**src/rtl/trc_pkg.sv**
```systemverilog
// trc_pkg: shared constants for the thermostat relay controller
// register indexes, mode codes and field widths
// used by thermostat_relay_controller
package trc_pkg;

  // field widths
  localparam int TempW      = 12;
  localparam int ModeW      = 2;
  localparam int HystW      = 8;
  localparam int DelayW     = 8;
  localparam int AlarmW     = 9;
  localparam int CountW     = 16;
  localparam int CfgIndexW  = 3;
  localparam int CfgDataW   = 12;

  // switch delay is counted in units of 1 << DelayShift ticks
  localparam int DelayShift = 7;

  // hysteresis is scaled down by 1 << HystShift before use
  localparam int HystShift  = 3;

  typedef logic [CfgIndexW-1:0] cfg_index_t;
  typedef logic [ModeW-1:0]     mode_t;

  // configuration register indexes
  localparam cfg_index_t REG_RELAY_MODE   = 3'd0;
  localparam cfg_index_t REG_THRESHOLD    = 3'd1;
  localparam cfg_index_t REG_HYSTERESIS   = 3'd2;
  localparam cfg_index_t REG_SWITCH_DELAY = 3'd3;
  localparam cfg_index_t REG_ALARM_LOW    = 3'd4;
  localparam cfg_index_t REG_ALARM_HIGH   = 3'd5;

  // relay modes
  localparam mode_t MODE_NORMAL   = 2'd0;
  localparam mode_t MODE_INVERTED = 2'd1;
  localparam mode_t MODE_ALARM    = 2'd2;

endpackage

```
**src/rtl/thermostat_relay_controller.sv**
```systemverilog
// thermostat_relay_controller: hysteresis relay control with delay and alarm window
// single registered step per temperature sample
// depends on trc_pkg
//
//   channel  | signals                                   | direction
//   ---------+-------------------------------------------+----------
//   input    | in_valid, in_ready, temperature           | in
//   output   | out_valid, out_ready, relay_on, active    | out
//   config   | cfg_valid, cfg_ready, cfg_index, cfg_data | in
//
// one sample per clock unless the result stalls: flag and delay counter update in the
// accept cycle, and the result register holds the outcome from the next cycle on.
// input is taken whenever the result register is empty or being drained.
// the config port is always ready; writes are registered and take effect from the next cycle.
// synchronous reset clears the flag, the counter and the result valid, and
// loads the register defaults.
module thermostat_relay_controller (
  input  logic                          clk,
  input  logic                          rst,
  input  logic                          in_valid,
  output logic                          in_ready,
  input  logic [trc_pkg::TempW-1:0]     temperature,
  output logic                          out_valid,
  input  logic                          out_ready,
  output logic                          relay_on,
  output logic                          active,
  input  logic                          cfg_valid,
  output logic                          cfg_ready,
  input  logic [trc_pkg::CfgIndexW-1:0] cfg_index,
  input  logic [trc_pkg::CfgDataW-1:0]  cfg_data
);
  import trc_pkg::*;

  localparam int WideW = TempW + 1;

  // configuration registers
  mode_t                     relay_mode;
  logic signed [TempW-1:0]   threshold;
  logic [HystW-1:0]          hysteresis;
  logic [DelayW-1:0]         switch_delay;
  logic signed [AlarmW-1:0]  alarm_low;
  logic signed [AlarmW-1:0]  alarm_high;

  // controller state
  logic                      active_flag;
  logic                      active_flag_next;
  logic [CountW-1:0]         delay_count;
  logic [CountW-1:0]         delay_count_next;

  // derived values
  logic                      window_mode;
  logic                      invert;
  logic                      in_xfer;
  logic signed [WideW-1:0]   temp_w;
  logic signed [WideW-1:0]   thr_w;
  logic signed [WideW-1:0]   band;
  logic signed [WideW-1:0]   upper;
  logic signed [WideW-1:0]   lower;
  logic signed [WideW-1:0]   win_lo;
  logic signed [WideW-1:0]   win_hi;
  logic [CountW-1:0]         limit;
  logic [CountW-1:0]         count_inc;
  logic                      cond;

  assign cfg_ready = 1'b1;
  assign in_ready  = !out_valid || out_ready;
  assign in_xfer   = in_valid && in_ready;

  // config writes
  always_ff @(posedge clk) begin
    if (rst) begin
      relay_mode   <= MODE_NORMAL;
      threshold    <= 12'sd280;
      hysteresis   <= 8'd16;
      switch_delay <= 8'd0;
      alarm_low    <= -9'sd50;
      alarm_high   <= 9'sd110;
    end else if (cfg_valid && cfg_ready) begin
      unique case (cfg_index)
        REG_RELAY_MODE:   relay_mode   <= cfg_data[ModeW-1:0];
        REG_THRESHOLD:    threshold    <= cfg_data[TempW-1:0];
        REG_HYSTERESIS:   hysteresis   <= cfg_data[HystW-1:0];
        REG_SWITCH_DELAY: switch_delay <= cfg_data[DelayW-1:0];
        REG_ALARM_LOW:    alarm_low    <= cfg_data[AlarmW-1:0];
        REG_ALARM_HIGH:   alarm_high   <= cfg_data[AlarmW-1:0];
        default: ;
      endcase
    end
  end

  // mode decode
  assign window_mode = (relay_mode == MODE_ALARM);
  assign invert      = !window_mode && (relay_mode != MODE_NORMAL);

  // sign-extended operands, window bounds scaled by ten as 8x + 2x
  assign temp_w = {temperature[TempW-1], temperature};
  assign thr_w  = {threshold[TempW-1], threshold};
  assign band   = WideW'(hysteresis >> HystShift);
  assign upper  = thr_w + band;
  assign lower  = thr_w - band;
  assign win_lo = {{(WideW-AlarmW-3){alarm_low[AlarmW-1]}}, alarm_low, 3'b000}
                + {{(WideW-AlarmW-1){alarm_low[AlarmW-1]}}, alarm_low, 1'b0};
  assign win_hi = {{(WideW-AlarmW-3){alarm_high[AlarmW-1]}}, alarm_high, 3'b000}
                + {{(WideW-AlarmW-1){alarm_high[AlarmW-1]}}, alarm_high, 1'b0};

  // delay limit and counter step
  assign limit     = CountW'(switch_delay) << DelayShift;
  assign count_inc = delay_count + CountW'(1);
  assign cond      = active_flag ? (temp_w < lower) : (temp_w > upper);

  // next flag and counter for the sample on the input port
  always_comb begin
    active_flag_next = active_flag;
    delay_count_next = delay_count;
    if (window_mode) begin
      if (active_flag) begin
        if (temp_w > win_lo && temp_w < win_hi) active_flag_next = 1'b0;
      end else begin
        if (temp_w <= win_lo || temp_w >= win_hi) active_flag_next = 1'b1;
      end
    end else if (cond) begin
      delay_count_next = count_inc;
      if (limit < count_inc) active_flag_next = !active_flag;
    end else begin
      delay_count_next = '0;
    end
  end

  // state update on each accepted sample
  always_ff @(posedge clk) begin
    if (rst) begin
      active_flag <= 1'b0;
      delay_count <= '0;
    end else if (in_xfer) begin
      active_flag <= active_flag_next;
      delay_count <= delay_count_next;
    end
  end

  // result register valid
  always_ff @(posedge clk) begin
    if (rst) begin
      out_valid <= 1'b0;
    end else if (in_xfer) begin
      out_valid <= 1'b1;
    end else if (out_ready) begin
      out_valid <= 1'b0;
    end
  end

  // result register payload
  always_ff @(posedge clk) begin
    if (in_xfer) begin
      active   <= active_flag_next;
      relay_on <= active_flag_next ^ invert;
    end
  end

endmodule

```
**config.mk**
```make
export PLATFORM = sky130hd
export DESIGN_NAME = thermostat_relay_controller
export DESIGN_NICKNAME = d
export VERILOG_FILES = /design/src/rtl/trc_pkg.sv /design/src/rtl/thermostat_relay_controller.sv
export SDC_FILE = /design/constraint.sdc
export NUM_CORES = 1
export LEC_CHECK = 0
export ABC_AREA = 1
export CAP_MARGIN = 30
export CORE_UTILIZATION = 50
export DETAILED_ROUTE_END_ITERATION = 8
export DONT_BUFFER_PORTS = 1
export PLACE_DENSITY_LB_ADDON = 0.12
export SYNTH_ARGS = -nofsm -noshare
export SYNTH_HDL_FRONTEND = slang
export SYNTH_SLANG_ARGS = --single-unit
```
**constraint.sdc**
```tcl
create_clock -name clk -period 3.09 [get_ports clk]
set_input_delay 0.4635 -clock clk [delete_from_list [all_inputs] [get_ports clk]]
set_output_delay 0.4635 -clock clk [all_outputs]
set_load 0.02 [all_outputs]
```
==> results of run 1 <==
## kinds of logic (layout without fill, tap and decap cells)
| family | after synthesis | in the layout |
|---|---|---|
| buf+inv | 120 | 196 |
| other cells | 1 | 1 |
| xor+xnor | 35 | 35 |
| flops | 65 | 65 |
| fa+ha+maj | 89 | 89 |
| compound gates | 142 | 142 |
| simple gates | 300 | 300 |
## per-layer routing
metal	global-route usage, %	part of all wire (%)
met5	0	0
met4	10.9	2.3
met3	3.83	3.1
met2	46.6	50
met1	31.8	44
## metrics by stage
step / instance area (sq um) / setup slack (ns) / hold WS, ns / TNS (ns) / util, %
finish: 6610 / -0.552 / 0.151 / -9.36 / 64.0
global route: 6610 / -0.771 / 0.143 / -13.58 / 64.0
CTS: 6380 / -0.398 / 0.145 / -6.54 / 61.8
detailed placement: 5990 / -0.519 / 0.443 / -8.89 / 58.0
global placement: 5960 / -0.355 / 0.438 / -5.69 / 57.7
floorplan: 5390 / -0.107 / 0.428 / -0.486 / -
## final cells by class
cell class | count | share of cell area, %
repair buffers | 74 | 9.28
clock inverters | 6 | 1.02
inverters | 106 | 6.02
multi-input cells | 567 | 58.9
flip-flops and latches | 65 | 20.1
clock buffers | 10 | 2.08
well taps | 136 | 2.57
## timing repair
action,4_1_cts,5_1_grt
pin swaps,7,20
buffers inserted,6,5
endpoints found under the setup margin,19,19
gates cloned,1,0
hold endpoints to repair,0,0
gates resized for setup,34,48
## critical path, cell delays in order, from the launching register on
cell and delay (ns):
dfxtp_2 0.35, ha_4 0.27, a21oi_4 0.14, nand2_1 0.08
nand2_2 0.07, nand2_2 0.07, a21oi_4 0.20, nand3_2 0.10
nor3_2 0.21, buf_4 0.14, xor2_1 0.18, ha_1 0.27
nand2_2 0.11, nor2_4 0.05, nand2_1 0.07, nand3_1 0.08
nor2_2 0.13, nand2_1 0.06, nand2_1 0.07, nand3_2 0.13
buf_6 0.16, nand2_4 0.07, nand3_2 0.10, nand3_4 0.09
nand2_2 0.06, nand2_1 0.06, nand2_1 0.05
## cells in the final DEF, fill, tap and decap left out, types with 10 or more instances in the layout
master	instances
ha_1	80
o21ai_0	41
a21oi_1	57
inv_1	98
nand2_2	16
buf_4	69
nand2_1	150
xor2_1	30
a21oi_2	13
clkbuf_8	10
dfxtp_1	57
nand3_1	30
nand3_2	11
nor2_1	53
## final timing paths
path                        start  slack, ns               to  depth (start not counted)
hold / removal                rst       0.15   delay_count[8]                          1
hold reg to reg   switch_delay[5]       0.46  switch_delay[5]                          2
setup reg to reg     threshold[2]      -0.55         relay_on                         26
setup / recovery     threshold[2]      -0.55         relay_on                         26
## state kept, by name (all words and copies together), names as in the netlist, 2 cells and up
name and flops:
switch_delay 8, hysteresis 5, alarm_high 9, delay_count 16
alarm_low 9, relay_mode 2, threshold 12
## where the power goes
group	total (uW)	switching, uW	internal (uW)
Clock	757	362	395
Sequential	908	33.9	874
Combinational	658	366	292
==> out/metrics.yaml, run 1 <==
ys_seq_area_share_pct: 24.8
synth.most_common_cell: "nand2_1"
worst_setup_path_start_kind: "register"
grt_use_total_pct: 26.3
ant_nets: 0
syn_inst: 752
p_leak_uw: 0.00311
worst_pin_slew_ns: 0.802
cts_tree: "done"
syn_area_sq_mm: 0.00533
yosys.area.top_type_share_pct: 23.7
max_freq_mhz: 275
die-area_sq_mm: 0.0111
layout_setup_ws_ns: -0.552
finalCriticalPeriod_ns: 3.64
synthTopCellsByCount: "nand2_1 (171), inv_1 (104), ha_1 (85), a21oi_1 (70), dfxtp_1 (63)"
hpwl_mm: 10.9
core_sq_mm: 0.0103
hold_class: "in -> reg"
root_buffer: "clkbuf_8"
post-route-period-util_pct: 118
synthXorXnorAreaFrac_pct: 5.76
maxCapViolCount: 0
muxShareOfSynthArea_pct: 0
drtIter0Drc: 275
synth-edff-count: 2
hold_viol: 0
clk_pin_slew_worst_paths_ns: 0.08
rows: 37
final_nets: 944
placed_cells_incl_taps: 936
drive_gt1_share_pct: 22.1
dr.pass1.iters: 5
synth_top_family_by_area: "simple AND/OR/NAND/NOR gates"
grt_pass1_wl_mm: 22.8
io_pins: 37
post_drt_wl_per_cell_um: 15.2
slew_violations: 0
fillers: 935
crit_arrival_ns: 3.76
insertion_delay_ns: 0.36
total_power_uw: 2320
vias: 5069
skew_ns: 0.0119
netlist_top_cells_area: "dfxtp_1 (24%), ha_1 (20%), nand2_1 (12%), inv_1 (7.3%), a21oi_1 (6.6%)"
cts_made_buffers: 9
status: "finished, violations left"
overflow: 0
final_cell_count_no_fill: 964
violations: "setup timing"
rsz0062_at_grt: "yes"
finalWirelength_mm: 14.7
synth-async-reset-ratio_pct: 0
multi_input_area_sq_mm: 0.00389
place_congestion: 0.900
pwr_density_cell_mw_per_mm2: 351
ys_types: 38
area_growth_pct: 24.1
synthAdderAreaFrac_pct: 21.5
hold_buffers: 0
clk_path_buf_depth: 2
syn_nets: 873
initial_core_util_pct: 51.6
ir_drop_uv: 232
yosys_warnings: 0
viasPerCell: 5.26
regArea_sq_mm: 0.00133
die_w_um: 105
synth_top_area_cell: "dfxtp_1"
cts-htree-levels: 3
io_buffers: 0
finalSetupViolCount: 19
chipHeight_um: 105
syn_avg_cell_area_sq_um: 7.08
crit_type: "reg -> reg"
crit_fanout: 6
ys_ff_latch: 65
synth_simple_gate_area_share_pct: 24.2
grt_pass1_vias: 4813
worst_setup_path_end_kind: "register"
clock-sinks: 65
ys.flop_type: "dfxtp_1"
antennaDiodeCount: 0
crit_required_ns: 3.21
antenna_found_initial: 0
relSlewSlack_pct: 46.3
synth-compound-area-share_pct: 14.9
drcViolationCount: 0
grt_max_degree: 38
Note: power is estimated with default switching activity, not from simulation.
==> run 2, diff against run 1 <==
ABC_AREA = unset   (was 1)
BUFFER_PORTS_ARGS = -buffer_cell sky130_fd_sc_hd__buf_4   (was unset)
CTS_CLUSTER_SIZE = 25   (was unset)
DONT_BUFFER_PORTS = unset   (was 1)
==> out/metrics.yaml, run 2 <==
status: "finished, violations left"
violations: "setup timing"
area_growth_pct: 29.5
post_drt_wl_per_cell_um: 16.7  # +9.6%
cp_cell_sequence: "inv_2 > ha_4 > inv_2 > a21oi_2 > o21bai_1 > a21o_1 > a21o_1 > or4_4 > nor4_4 > xnor2_1 > ha_1 > nand3_2 > nor3_2 > a21bo_2 > a21boi_2 > a211oi_4 > buf_4 > a221oi_2"
die_w_um: 105  # -0.33%
ys_types: 62  # +63%
ant_nets: 0  # unchanged
crit_path_max_incr_delay_ns: 0.45  # +0.10 ns
relSlewSlack_pct: 27.7  # -19 points
p_sw_uw: 734  # -3.7%
hold_viol: 0  # unchanged
internal_power_uw: 1730  # +11%
worst_setup_path_start_kind: "register"
chipHeight_um: 105  # -0.33%
p_leak_uw: 0.00299  # -3.8%
ys_ff_latch: 65  # unchanged
largest_reg_flops: 16  # unchanged
layout_commonest_cell: "buf_4"
layout_setup_ws_ns: -0.626  # -0.0737 ns
max_freq_mhz: 269  # -2.0%
ys_seq_area_share_pct: 25.0  # +0.17 points
slew_violations: 0  # unchanged
vias: 5081  # +0.24%
ir_drop_uv: 303  # +31%
hold_buffers: 0  # unchanged
drive_gt1_share_pct: 26.6  # +4.5 points
clk_path_buf_depth: 2  # unchanged
place_area_sq_mm: 0.00633  # +5.7%
total_power_uw: 2460  # +6.0%
p_clk_share_pct: 36.8  # +4.2 points
rsz0062_at_grt: "yes"
worst_setup_path_end_kind: "register"
power.share.sequential_pct: 36.1  # -3.0 points
io_buffers: 35  # +35
synthTopCellsByCount: "nand2_1 (87), ha_1 (85), dfxtp_1 (63), a21oi_1 (59), nor2_1 (49)"
synth_top_area_cell: "dfxtp_1"
clk_pin_slew_worst_paths_ns: 0.08  # about the same
dr.pass1.iters: 6  # +1
grt.met3_usage_pct: 4.74  # +0.91 points
synth-async-reset-ratio_pct: 0  # unchanged
pwr-share-comb_pct: 27.0  # -1.3 points
core_sq_mm: 0.0103  # -0.45%
cts-htree-levels: 3  # unchanged
root_buffer: "clkbuf_8"
overflow: 0  # unchanged
largest-register: "delay_count"
cts_tree: "done"
busiest_layer: "met2"
drcViolationCount: 0  # unchanged
ys.flop_type: "dfxtp_1"
use_met1_pct: 35.1  # +3.4 points
yosys.area.top_type_share_pct: 23.8  # +0.16 points
viasPerCell: 5.56  # +5.7%
fillers: 857  # -8.3%
final_area_sq_mm: 0.00685  # +3.7%
final_nets: 894  # -5.3%
place_congestion: 0.936  # +3.9%
pwr_density_cell_mw_per_mm2: 359  # +2.3%
finalSetupViolCount: 19  # unchanged
yosys_warnings: 0  # unchanged
grt_max_degree: 66  # +74%
post-route-period-util_pct: 120  # +2.4 points
maxCapViolCount: 0  # unchanged
antenna_found_initial: 0  # unchanged
synth.most_common_cell: "nand2_1"
syn_avg_cell_area_sq_um: 8.09  # +14%
clock-sinks: 65  # unchanged
place_ws_ns: -0.707  # -0.188 ns
rows: 37  # unchanged
syn_inst: 654  # -13%
grt_pass1_wl_mm: 24.3  # +6.6%
synth-edff-count: 2  # unchanged
crit_required_ns: 3.27  # +0.06 ns
fin_util_pct: 66.7  # +2.6 points
crit_fanout: 4  # -2
netlist_top_cells_area: "dfxtp_1 (24%), ha_1 (20%), nand2_1 (6.2%), a21oi_1 (5.6%), xnor2_1 (4.3%)"
syn_area_sq_mm: 0.00529  # -0.68%
crit_arrival_ns: 3.89  # +0.13 ns
skew_ns: 0.0139  # +0.00201 ns
power.share.switching_pct: 29.8  # -3.0 points
grt_pass1_vias: 4954  # +2.9%
cts_made_buffers: 9  # unchanged
grtUsageMet2_pct: 48.5  # +1.9 points
finalCriticalPeriod_ns: 3.72  # +0.0737 ns
antennaDiodeCount: 0  # unchanged
crit_type: "reg -> reg"
io_pins: 37  # unchanged
drtIter0Drc: 293  # +6.5%
insertion_delay_ns: 0.36  # about the same
hold_class: "in -> reg"
initial_core_util_pct: 51.5  # -0.12 points
slowest_stage: "or4_4"
finalWirelength_mm: 15.2  # +3.9%
layout_top_registers: "delay_count x16, threshold x12"
syn_nets: 775  # -11%
fin_hold_ws_ns: 0.358  # +0.207 ns
layout_common_cells: "buf_4 (130), nand2_1 (87), ha_1 (81)"
hpwl_mm: 11.5  # +5.4%
die-area_sq_mm: 0.0110  # -0.66%
worst_pin_slew_ns: 1.08  # +0.278 ns
grt_use_total_pct: 28.1  # +1.7 points
run 2: cell types whose count changed after synthesis, sizes merged, moves of 12 or more:
cell   change
a21oi     -15
inv       -60
mux2i     +12
nand2     -86
nand3     -19
nor2      -13
o21ai     -33
xnor2     +21
xor2      -17
run 2: per-stage QoR:
step | setup TNS, ns | std cells
global route | -15.21 | 914
detailed placement | -11.09 | 883
global placement | -10.58 | 883
floorplan | -3.24 | 654
CTS | -8.23 | 909
finish | -10.52 | 914
run 2: timing repair:
item                                    CTS  global route
pin swaps                                17            14
buffers inserted                         10             5
gates resized for setup                  30            15
hold endpoints to repair                  0             0
endpoints found under the setup margin   19            19
run 2: power groups by stage:
stage	registers (uW)	clock network (uW)	logic [uW]
after global routing	892	956	732
after detailed placement	910	0	590
final	890	907	666
after floorplan	908	0	362
after CTS	891	913	630
after global placement	909	0	571
run 2: final cells by class:
class,count,area [sq um],area share [%]
Multi-Input combinational cell,518,3920,57.2
Sequential cell,65,1340,19.5
Timing Repair Buffer,133,1010,14.8
Inverter,46,173,2.52
Tap cell,136,170,2.48
Clock buffer,10,128,1.86
Clock inverter,6,115,1.68
run 2: worst paths after layout:
| kind | start | endpoint | slack (ns) | cells past startpoint |
|---|---|---|---|---|
| setup reg to reg | threshold[0] | relay_on | -0.63 | 18 |
| hold / removal | in_valid | out_valid | 0.36 | 3 |
| setup / recovery | threshold[0] | relay_on | -0.63 | 18 |
| hold reg to reg | switch_delay[2] | switch_delay[2] | 0.47 | 2 |
run 2: worst max-delay path: cells and delay by family (launching register included):
family | cells | cell delay [ns]
flops | 1 | 0.37
xor+xnor | 1 | 0.10
simple gates | 4 | 0.94
buf+inv | 3 | 0.26
fa+ha+maj | 2 | 0.46
compound gates | 8 | 1.42
run 2: metal layers:
metal	share of wire [%]	vias up
li1	-	2538
met1	45	2403
met2	48	110
met3	3.6	30
met4	2.7	0
met5	0	-
run 2: cell families after synthesis:
logic type | after synthesis | synth area share [%]
mux | 12 | 2.27
xor+xnor | 39 | 6.46
fa+ha+maj | 89 | 21.6
compound gates | 141 | 17.7
simple gates | 236 | 21.5
buf+inv | 71 | 5.37
flops | 65 | 25.0
other cells | 1 | 0.0709
